<file path="config.mk">
export PLATFORM = sky130hd
export DESIGN_NAME = vector_euclidean_norm_unit
export DESIGN_NICKNAME = d
export VERILOG_FILES = /design/src/design/vnu_pkg.sv /design/src/design/vector_euclidean_norm_unit.sv /design/src/design/vnu_front.sv /design/src/design/vnu_queue.sv /design/src/design/vnu_root.sv
export VERILOG_INCLUDE_DIRS = /design/src /design/src/design
export SDC_FILE = /design/constraint.sdc
export NUM_CORES = 2
export LEC_CHECK = 0
export ABC_CLOCK_PERIOD_IN_PS = 8500
export CORE_UTILIZATION = 40
export CTS_BUF_LIST = sky130_fd_sc_hd__clkbuf_16
export DETAILED_ROUTE_END_ITERATION = 8
export DONT_BUFFER_PORTS = 1
export GPL_TIMING_DRIVEN = 0
export PLACE_DENSITY_LB_ADDON = 0.15
export SYNTH_ARGS = -nofsm -noshare
export SYNTH_HDL_FRONTEND = slang
export SYNTH_HIERARCHICAL = 1
export SYNTH_SLANG_ARGS = --single-unit
</file>
<file path="constraint.sdc">
create_clock -name clk -period 8.5 [get_ports clk]
set_clock_uncertainty 0.2 [all_clocks]
set_input_delay 0 -clock clk [delete_from_list [all_inputs] [get_ports clk]]
set_output_delay 0 -clock clk [all_outputs]
set_load 0.005 [all_outputs]
</file>
<file path="src/design/assert_macros.svh">
// ---------------------------------------------------------------------------
// assert_macros.svh
// Concurrent assertion shorthands used by the top-level design file.
// ---------------------------------------------------------------------------
`ifndef ASSERT_MACROS_SVH
`define ASSERT_MACROS_SVH

// Check on every clock edge once reset has been released.
`define VNU_ASSERT(label, prop, msg) \
  label: assert property (@(posedge clk) disable iff (!rst_n) (prop)) else $error(msg);

// Check on every clock edge, reset cycles included.
`define VNU_ASSERT_ALWAYS(label, prop, msg) \
  label: assert property (@(posedge clk) (prop)) else $error(msg);

`endif

</file>
<file path="src/design/vnu_pkg.sv">
// ---------------------------------------------------------------------------
// vnu_pkg
// Widths, queue entry and control types for the vector norm unit.
// ---------------------------------------------------------------------------
package vnu_pkg;

  localparam int SAMPLE_BITS = 24;
  localparam int SQ_BITS     = 2 * SAMPLE_BITS;
  localparam int ACC_BITS    = 64;
  localparam int ACC_PAD     = ACC_BITS + 1 - SQ_BITS;
  localparam int ROOT_BITS   = ACC_BITS / 2;
  localparam int REM_BITS    = ROOT_BITS + 3;
  localparam int STEP_BITS   = $clog2(ROOT_BITS);
  localparam int Q_DEPTH     = 2;
  localparam int Q_IDX_BITS  = $clog2(Q_DEPTH);
  localparam int Q_CNT_BITS  = $clog2(Q_DEPTH + 1);

  // One finished vector waiting for its root.
  typedef struct packed {
    logic [ACC_BITS-1:0] sum;
    logic                sat;
  } vnu_entry_t;

  // Queue occupancy seen by both sides.
  typedef struct packed {
    logic full;
    logic empty;
  } vnu_qstat_t;

  typedef enum logic [2:0] {
    ST_IDLE = 3'b001,
    ST_RUN  = 3'b010,
    ST_HOLD = 3'b100
  } vnu_root_state_t;

endpackage

</file>
<file path="src/design/vector_euclidean_norm_unit.sv">
// Throughput: one sample per cycle unless in_stall holds the input; the
//   bit-serial square root (32 iterations plus load and hand-off) takes a new vector only when done with the last.
// Reset: synchronous, active low; clears the sum, the saturation flag,
//   the queue and all valid flags.
// ---------------------------------------------------------------------------
// vector_euclidean_norm_unit
// Streaming L2 norm: saturating sum of squares, then floor integer root.
// ---------------------------------------------------------------------------
`include "assert_macros.svh"

module vector_euclidean_norm_unit (
  input  logic                                   clk,
  input  logic                                   rst_n,
  input  logic                                   in_valid,
  output logic                                   in_stall,
  input  logic signed [vnu_pkg::SAMPLE_BITS-1:0] in_sample,
  input  logic                                   in_last,
  output logic                                   out_valid,
  input  logic                                   out_stall,
  output logic [vnu_pkg::ROOT_BITS-1:0]          out_norm,
  output logic                                   out_saturated
);
  import vnu_pkg::*;

  // Front to queue: one entry per completed vector.
  logic       q_push;
  vnu_entry_t q_entry;
  // Queue to back: head of queue and occupancy.
  logic       q_pop;
  vnu_entry_t q_head;
  vnu_qstat_t qstat;

  // Front: square each beat, accumulate with saturation, push on last.
  // It keeps taking samples while the root unit works on an earlier
  // vector, and holds only when a vector end finds the queue full.
  vnu_front u_front (
    .clk       (clk),
    .rst_n     (rst_n),
    .in_valid  (in_valid),
    .in_stall  (in_stall),
    .in_sample (in_sample),
    .in_last   (in_last),
    .qstat     (qstat),
    .q_push    (q_push),
    .q_entry   (q_entry)
  );

  // Queue: decouple the accumulator from the slow root unit.
  vnu_queue u_queue (
    .clk        (clk),
    .rst_n      (rst_n),
    .push       (q_push),
    .push_entry (q_entry),
    .pop        (q_pop),
    .head       (q_head),
    .qstat      (qstat)
  );

  // Back: restoring square root, one root bit per cycle, then drive the
  // result beat from its own register; stalls on the output side reach the
  // front only through a full queue.
  vnu_root u_root (
    .clk           (clk),
    .rst_n         (rst_n),
    .qstat         (qstat),
    .head          (q_head),
    .q_pop         (q_pop),
    .out_valid     (out_valid),
    .out_stall     (out_stall),
    .out_norm      (out_norm),
    .out_saturated (out_saturated)
  );

  // Never push into a full queue without a pop in the same cycle.
  `VNU_ASSERT(a_no_overflow, (q_push && !q_pop) |-> !qstat.full, "push into full queue")
  // Never pop an empty queue.
  `VNU_ASSERT(a_no_underflow, q_pop |-> !qstat.empty, "pop from empty queue")
  // No result beat straight after reset.
  `VNU_ASSERT_ALWAYS(a_rst_quiet, !rst_n |=> !out_valid, "out_valid after reset")

endmodule

</file>
<file path="src/design/vnu_front.sv">
// ---------------------------------------------------------------------------
// vnu_front
// Squares each sample, adds it to the saturating sum of squares and queues the sum at each vector end.
// ---------------------------------------------------------------------------
module vnu_front (
  input  logic                                 clk,
  input  logic                                 rst_n,
  input  logic                                 in_valid,
  output logic                                 in_stall,
  input  logic signed [vnu_pkg::SAMPLE_BITS-1:0] in_sample,
  input  logic                                 in_last,
  input  vnu_pkg::vnu_qstat_t                  qstat,
  output logic                                 q_push,
  output vnu_pkg::vnu_entry_t                  q_entry
);
  import vnu_pkg::*;

  logic [SAMPLE_BITS-1:0] mag;
  logic [SQ_BITS-1:0]     sq_r;
  logic                   sq_vld_r;
  logic                   sq_last_r;
  logic [ACC_BITS-1:0]    acc_r, acc_nxt;
  logic                   flag_r, flag_nxt;
  logic [ACC_BITS:0]      sum_ext;
  logic [ACC_BITS-1:0]    sum_sat;
  logic                   flag_new;
  logic                   adv;
  logic                   in_acc;

  // Magnitude of the two's complement sample; the most negative code wraps
  // to 2^(SAMPLE_BITS-1) which still fits as unsigned.
  assign mag = in_sample[SAMPLE_BITS-1] ? (~in_sample + 1'b1) : in_sample;

  // Advance the squared sample unless a vector end finds the queue full.
  assign adv      = sq_vld_r && !(sq_last_r && qstat.full);
  assign in_stall = sq_vld_r && !adv;
  assign in_acc   = in_valid && !in_stall;

  always_ff @(posedge clk) begin
    if (!rst_n) begin
      sq_vld_r <= 1'b0;
    end else if (in_acc) begin
      sq_vld_r <= 1'b1;
    end else if (adv) begin
      sq_vld_r <= 1'b0;
    end
  end

  always_ff @(posedge clk) begin
    if (in_acc) begin
      sq_r      <= SQ_BITS'(mag) * SQ_BITS'(mag);
      sq_last_r <= in_last;
    end
  end

  assign sum_ext  = {1'b0, acc_r} + {{ACC_PAD{1'b0}}, sq_r};
  assign sum_sat  = sum_ext[ACC_BITS] ? {ACC_BITS{1'b1}} : sum_ext[ACC_BITS-1:0];
  assign flag_new = flag_r | sum_ext[ACC_BITS];

  assign q_push      = adv && sq_last_r;
  assign q_entry.sum = sum_sat;
  assign q_entry.sat = flag_new;

  always_comb begin
    acc_nxt  = acc_r;
    flag_nxt = flag_r;
    if (adv) begin
      if (sq_last_r) begin
        acc_nxt  = '0;
        flag_nxt = 1'b0;
      end else begin
        acc_nxt  = sum_sat;
        flag_nxt = flag_new;
      end
    end
  end

  always_ff @(posedge clk) begin
    if (!rst_n) begin
      acc_r  <= '0;
      flag_r <= 1'b0;
    end else begin
      acc_r  <= acc_nxt;
      flag_r <= flag_nxt;
    end
  end

endmodule

</file>
<file path="src/design/vnu_queue.sv">
// ---------------------------------------------------------------------------
// vnu_queue
// Short FIFO of finished sums between the accumulator and the root unit.
// ---------------------------------------------------------------------------
module vnu_queue (
  input  logic                clk,
  input  logic                rst_n,
  input  logic                push,
  input  vnu_pkg::vnu_entry_t push_entry,
  input  logic                pop,
  output vnu_pkg::vnu_entry_t head,
  output vnu_pkg::vnu_qstat_t qstat
);
  import vnu_pkg::*;

  vnu_entry_t            slot_r [Q_DEPTH];
  logic [Q_IDX_BITS-1:0] wr_ptr_r, rd_ptr_r;
  logic [Q_CNT_BITS-1:0] cnt_r, cnt_nxt;

  assign qstat.full  = (cnt_r == Q_CNT_BITS'(Q_DEPTH));
  assign qstat.empty = (cnt_r == '0);
  assign head        = slot_r[rd_ptr_r];

  always_comb begin
    cnt_nxt = cnt_r;
    case ({push, pop})
      2'b10:   cnt_nxt = cnt_r + 1'b1;
      2'b01:   cnt_nxt = cnt_r - 1'b1;
      default: cnt_nxt = cnt_r;
    endcase
  end

  always_ff @(posedge clk) begin
    if (!rst_n) begin
      wr_ptr_r <= '0;
      rd_ptr_r <= '0;
      cnt_r    <= '0;
    end else begin
      cnt_r <= cnt_nxt;
      if (push) begin
        wr_ptr_r <= wr_ptr_r + 1'b1;
      end
      if (pop) begin
        rd_ptr_r <= rd_ptr_r + 1'b1;
      end
    end
  end

  always_ff @(posedge clk) begin
    if (push) begin
      slot_r[wr_ptr_r] <= push_entry;
    end
  end

endmodule

</file>
<file path="src/design/vnu_root.sv">
// ---------------------------------------------------------------------------
// vnu_root
// Digit-by-digit integer square root, one root bit per cycle, with the
// result beat held in an output register.
// ---------------------------------------------------------------------------
module vnu_root (
  input  logic                           clk,
  input  logic                           rst_n,
  input  vnu_pkg::vnu_qstat_t            qstat,
  input  vnu_pkg::vnu_entry_t            head,
  output logic                           q_pop,
  output logic                           out_valid,
  input  logic                           out_stall,
  output logic [vnu_pkg::ROOT_BITS-1:0]  out_norm,
  output logic                           out_saturated
);
  import vnu_pkg::*;

  vnu_root_state_t       state_r, state_nxt;
  logic [ACC_BITS-1:0]   rad_r;
  logic [REM_BITS-1:0]   rem_r;
  logic [ROOT_BITS-1:0]  root_r;
  logic [STEP_BITS-1:0]  step_r;
  logic                  sat_r;
  logic                  out_vld_r;
  logic [REM_BITS-1:0]   rem_sh, trial;
  logic                  ge;
  logic                  load_out;

  // Bring down the next two radicand bits and try appending a one.
  assign rem_sh = {rem_r[REM_BITS-3:0], rad_r[ACC_BITS-1 -: 2]};
  assign trial  = {1'b0, root_r, 2'b01};
  assign ge     = (rem_sh >= trial);

  assign q_pop    = (state_r == ST_IDLE) && !qstat.empty;
  assign load_out = (state_r == ST_HOLD) && (!out_vld_r || !out_stall);

  always_comb begin
    state_nxt = state_r;
    case (state_r)
      ST_IDLE: if (!qstat.empty) state_nxt = ST_RUN;
      ST_RUN:  if (step_r == '0) state_nxt = ST_HOLD;
      ST_HOLD: if (load_out) state_nxt = ST_IDLE;
      default: state_nxt = ST_IDLE;
    endcase
  end

  always_ff @(posedge clk) begin
    if (!rst_n) begin
      state_r   <= ST_IDLE;
      out_vld_r <= 1'b0;
    end else begin
      state_r <= state_nxt;
      if (load_out) begin
        out_vld_r <= 1'b1;
      end else if (!out_stall) begin
        out_vld_r <= 1'b0;
      end
    end
  end

  always_ff @(posedge clk) begin
    if (q_pop) begin
      rad_r  <= head.sum;
      sat_r  <= head.sat;
      rem_r  <= '0;
      root_r <= '0;
      step_r <= STEP_BITS'(ROOT_BITS - 1);
    end else if (state_r == ST_RUN) begin
      rad_r  <= {rad_r[ACC_BITS-3:0], 2'b00};
      rem_r  <= ge ? (rem_sh - trial) : rem_sh;
      root_r <= {root_r[ROOT_BITS-2:0], ge};
      step_r <= step_r - 1'b1;
    end
  end

  always_ff @(posedge clk) begin
    if (load_out) begin
      out_norm      <= root_r;
      out_saturated <= sat_r;
    end
  end

  assign out_valid = out_vld_r;

endmodule
</file>
==> metrics <==
CTS tree built; fmax 0.120 GHz; vias 26800; Post-Syn Instances 3844; First-pass DRT Iterations 7; Setup WS pre-CTS -2.46 ns; Port Buf Inserts 0; Final setup viols 0; largest area contributor in the netlist fa_1; core area 91900 um2; Syn Std Cell Area 37200 um2; Synth warnings 6; CTS H-tree depth 2; fin crit share 98.1%; count of state elements after synthesis 421; Final nets 4663; initial antenna violation count 0; vias per cell 5.14; Root Driver clkbuf_16; sequential area share after synthesis 30.1%; hold path start out_stall; R2R Path Start u_front/sq_r[0]; Die H 307 um; CP endpoint kind register; multi-input logic area 23500 um2; CP top delay family adder cells; area delta synth->final 11.4%; GPL Wtd Cong 0.905; vias in the first global route 27500; critical path type in -> reg; RSZ-0062 raised after global routing true; arrival time of the worst setup path 8.47 ns; max cap viols 0; CTS buffer count 43; worst-path fanout max 10; CTS Buffer Depth 3; TNS Setup 0 ns; post-layout util 45.1%; syn_area_per_cell 9.68 um2; most frequent cell after synthesis inv_1; CP max-delay cell fa_1; Synth top area share 23.1%; CP most frequent cell fa_1; drt wl/cell 18.8 um; Overflow after GRT 0; fillers 9004; relative slew slack 30.4%; CP bufs+invs 9; die width 307 um; slowest stage delay, CP 0.58 ns; post-route design area 41400 um2; share of layout cells above drive strength 1 9.04%; worst skew pair latency 0.58 ns; Clock Sinks 421; num rows 111; DR iter-0 viols 1598; HP Class in -> reg; asr flop ratio synth 0%; Worst Setup SP in_sample[0]; library cells used by synthesis 91; Area contributors post-synth fa_1 23%, edfxtp_1 22%, ha_1 8.6%, dfxtp_1 7.8%, inv_1 6.6%; final wirelength 98500 um; Post-synth top flop edfxtp_1; first-pass GRT wire length 157000 um; register area 11200 um2; largest net degree at the start of global routing 42; antenna diode count 0; Synth top cells by count 653 x inv_1, 524 x nand2_1, 430 x fa_1; Worst setup SP type input port; total global-route track usage 21.3%; fin crit period 8.33 ns; placed cell areas 39100 um2; Worst-path clk slew 0.06 ns; Crit path required time 8.63 ns; number of flops mapped to enable cells by yosys 276; Final Hold Viols 0; Worst-Margin Slew 1.04 ns; fin worst setup slack 0.165 ns; Die ar. 94300 um2; drc violations 0; I/O pin total 64; initial core utilization 40.5%; Final HPWL DP 77800 um; Slew Viols, Final 0; status finished clean; Final ANT Viol Nets 0
[sequential cells by signal, summed over array words and instances (netlist names), 2 cells and up, named ones only]
signal and flops:
u_root/root_r 32, u_queue/cnt_r 2, u_root/step_r 5, u_root/rem_r 33, u_root/out_norm 32, u_queue/slot_r 130, u_front/sq_r 47, u_root/state_r 3
u_front/acc_r 64, u_root/rad_r 64
[cell type report]
type / count / area share (%)
Clock inverter: 35 / 0.498
Multi-Input combinational cell: 2617 / 56.8
Tap cell: 1243 / 3.75
Clock buffer: 45 / 2.72
Timing Repair Buffer: 49 / 1.25
Inverter: 660 / 6.04
Sequential cell: 421 / 27.0
Buffer: 157 / 1.93
[worst min-delay path, delay by kind of cell]
family	cells	cell delay, ns
compound gates	1	0.08
buf+inv	1	0.59
simple gates	1	0.13
[per-stage QoR]
step | instances | hold WS (ns)
floorplan | 3861 | -0.124
global placement | 5104 | -0.118
detailed placement | 5110 | -0.114
CTS | 5223 | 0.0440
global route | 5227 | 0.0893
finish | 5227 | 0.0793
[placed cells by master (no fill, tap or decap), drive strengths merged, types with 7 or more instances in the layout]
cell type | synthesis | routed
a211o | 9 | 9
a211oi | 16 | 16
a21o | 56 | 56
a21oi | 150 | 150
a22o | 47 | 47
a31oi | 29 | 29
a32oi | 14 | 14
and2 | 20 | 20
and3 | 21 | 21
buf | 46 | 87
clkbuf | 117 | 154
clkinv | 5 | 15
conb | 2 | 19
dfxtp | 145 | 145
dlygate4sd3 | 0 | 10
edfxtp | 276 | 276
fa | 430 | 430
ha | 255 | 255
inv | 655 | 675
mux2 | 67 | 67
nand2 | 525 | 525
nand2b | 16 | 16
nand3 | 97 | 97
nand4 | 36 | 36
nor2 | 235 | 235
nor2b | 14 | 14
nor3 | 32 | 32
nor4 | 9 | 9
o211ai | 16 | 16
o21a | 26 | 26
o21ai | 114 | 114
o21bai | 27 | 27
o221ai | 7 | 7
o22ai | 37 | 37
o31ai | 14 | 14
or3 | 11 | 11
or4 | 9 | 9
xnor2 | 96 | 96
xor2 | 68 | 68
[per-layer routing]
metal / track usage (%) / vias up / routed length [um]
li1: - / 12900 / -
met1: 30.6 / 13200 / 46800
met2: 34.0 / 672 / 44200
met3: 2.43 / 146 / 4870
met4: 5.59 / 0 / 2660
met5: 0 / - / 0
[final timing paths]
path / to / slack [ns] / cells past startpoint
max reg2reg: u_front/acc_r[21] / 3.63 / 11
min reg2reg: u_root/out_norm[12] / 0.23 / 0
min: u_root/out_valid / 0.08 / 3
max: u_front/sq_r[44] / 0.17 / 33
[timing repair]
item / in CTS / in global routing
hold buffers: 10 / 0
gates resized for setup: 88 / 95
pin swaps: 25 / 41
setup endpoints to repair: 32 / 21
hold endpoints to repair: 107 / 0
buffers inserted: 26 / 7
[kinds of logic after synthesis]
family                     Yosys count  synth area share, %
and+or+nand+nor                   1048                 12.4
buffers and inverters              823                 8.54
adders and majority gates          685                 31.7
AOI/OAI and AO/OA                  628                 11.2
DFF                                421                 30.1
xor gates and xnor gates           164                 3.88
muxes                               73                 2.19
other                                2               0.0202
Power is left out: the tool's default activity adds up to more than one toggle a clock period on the data nets, which glitch-free logic cannot reach.
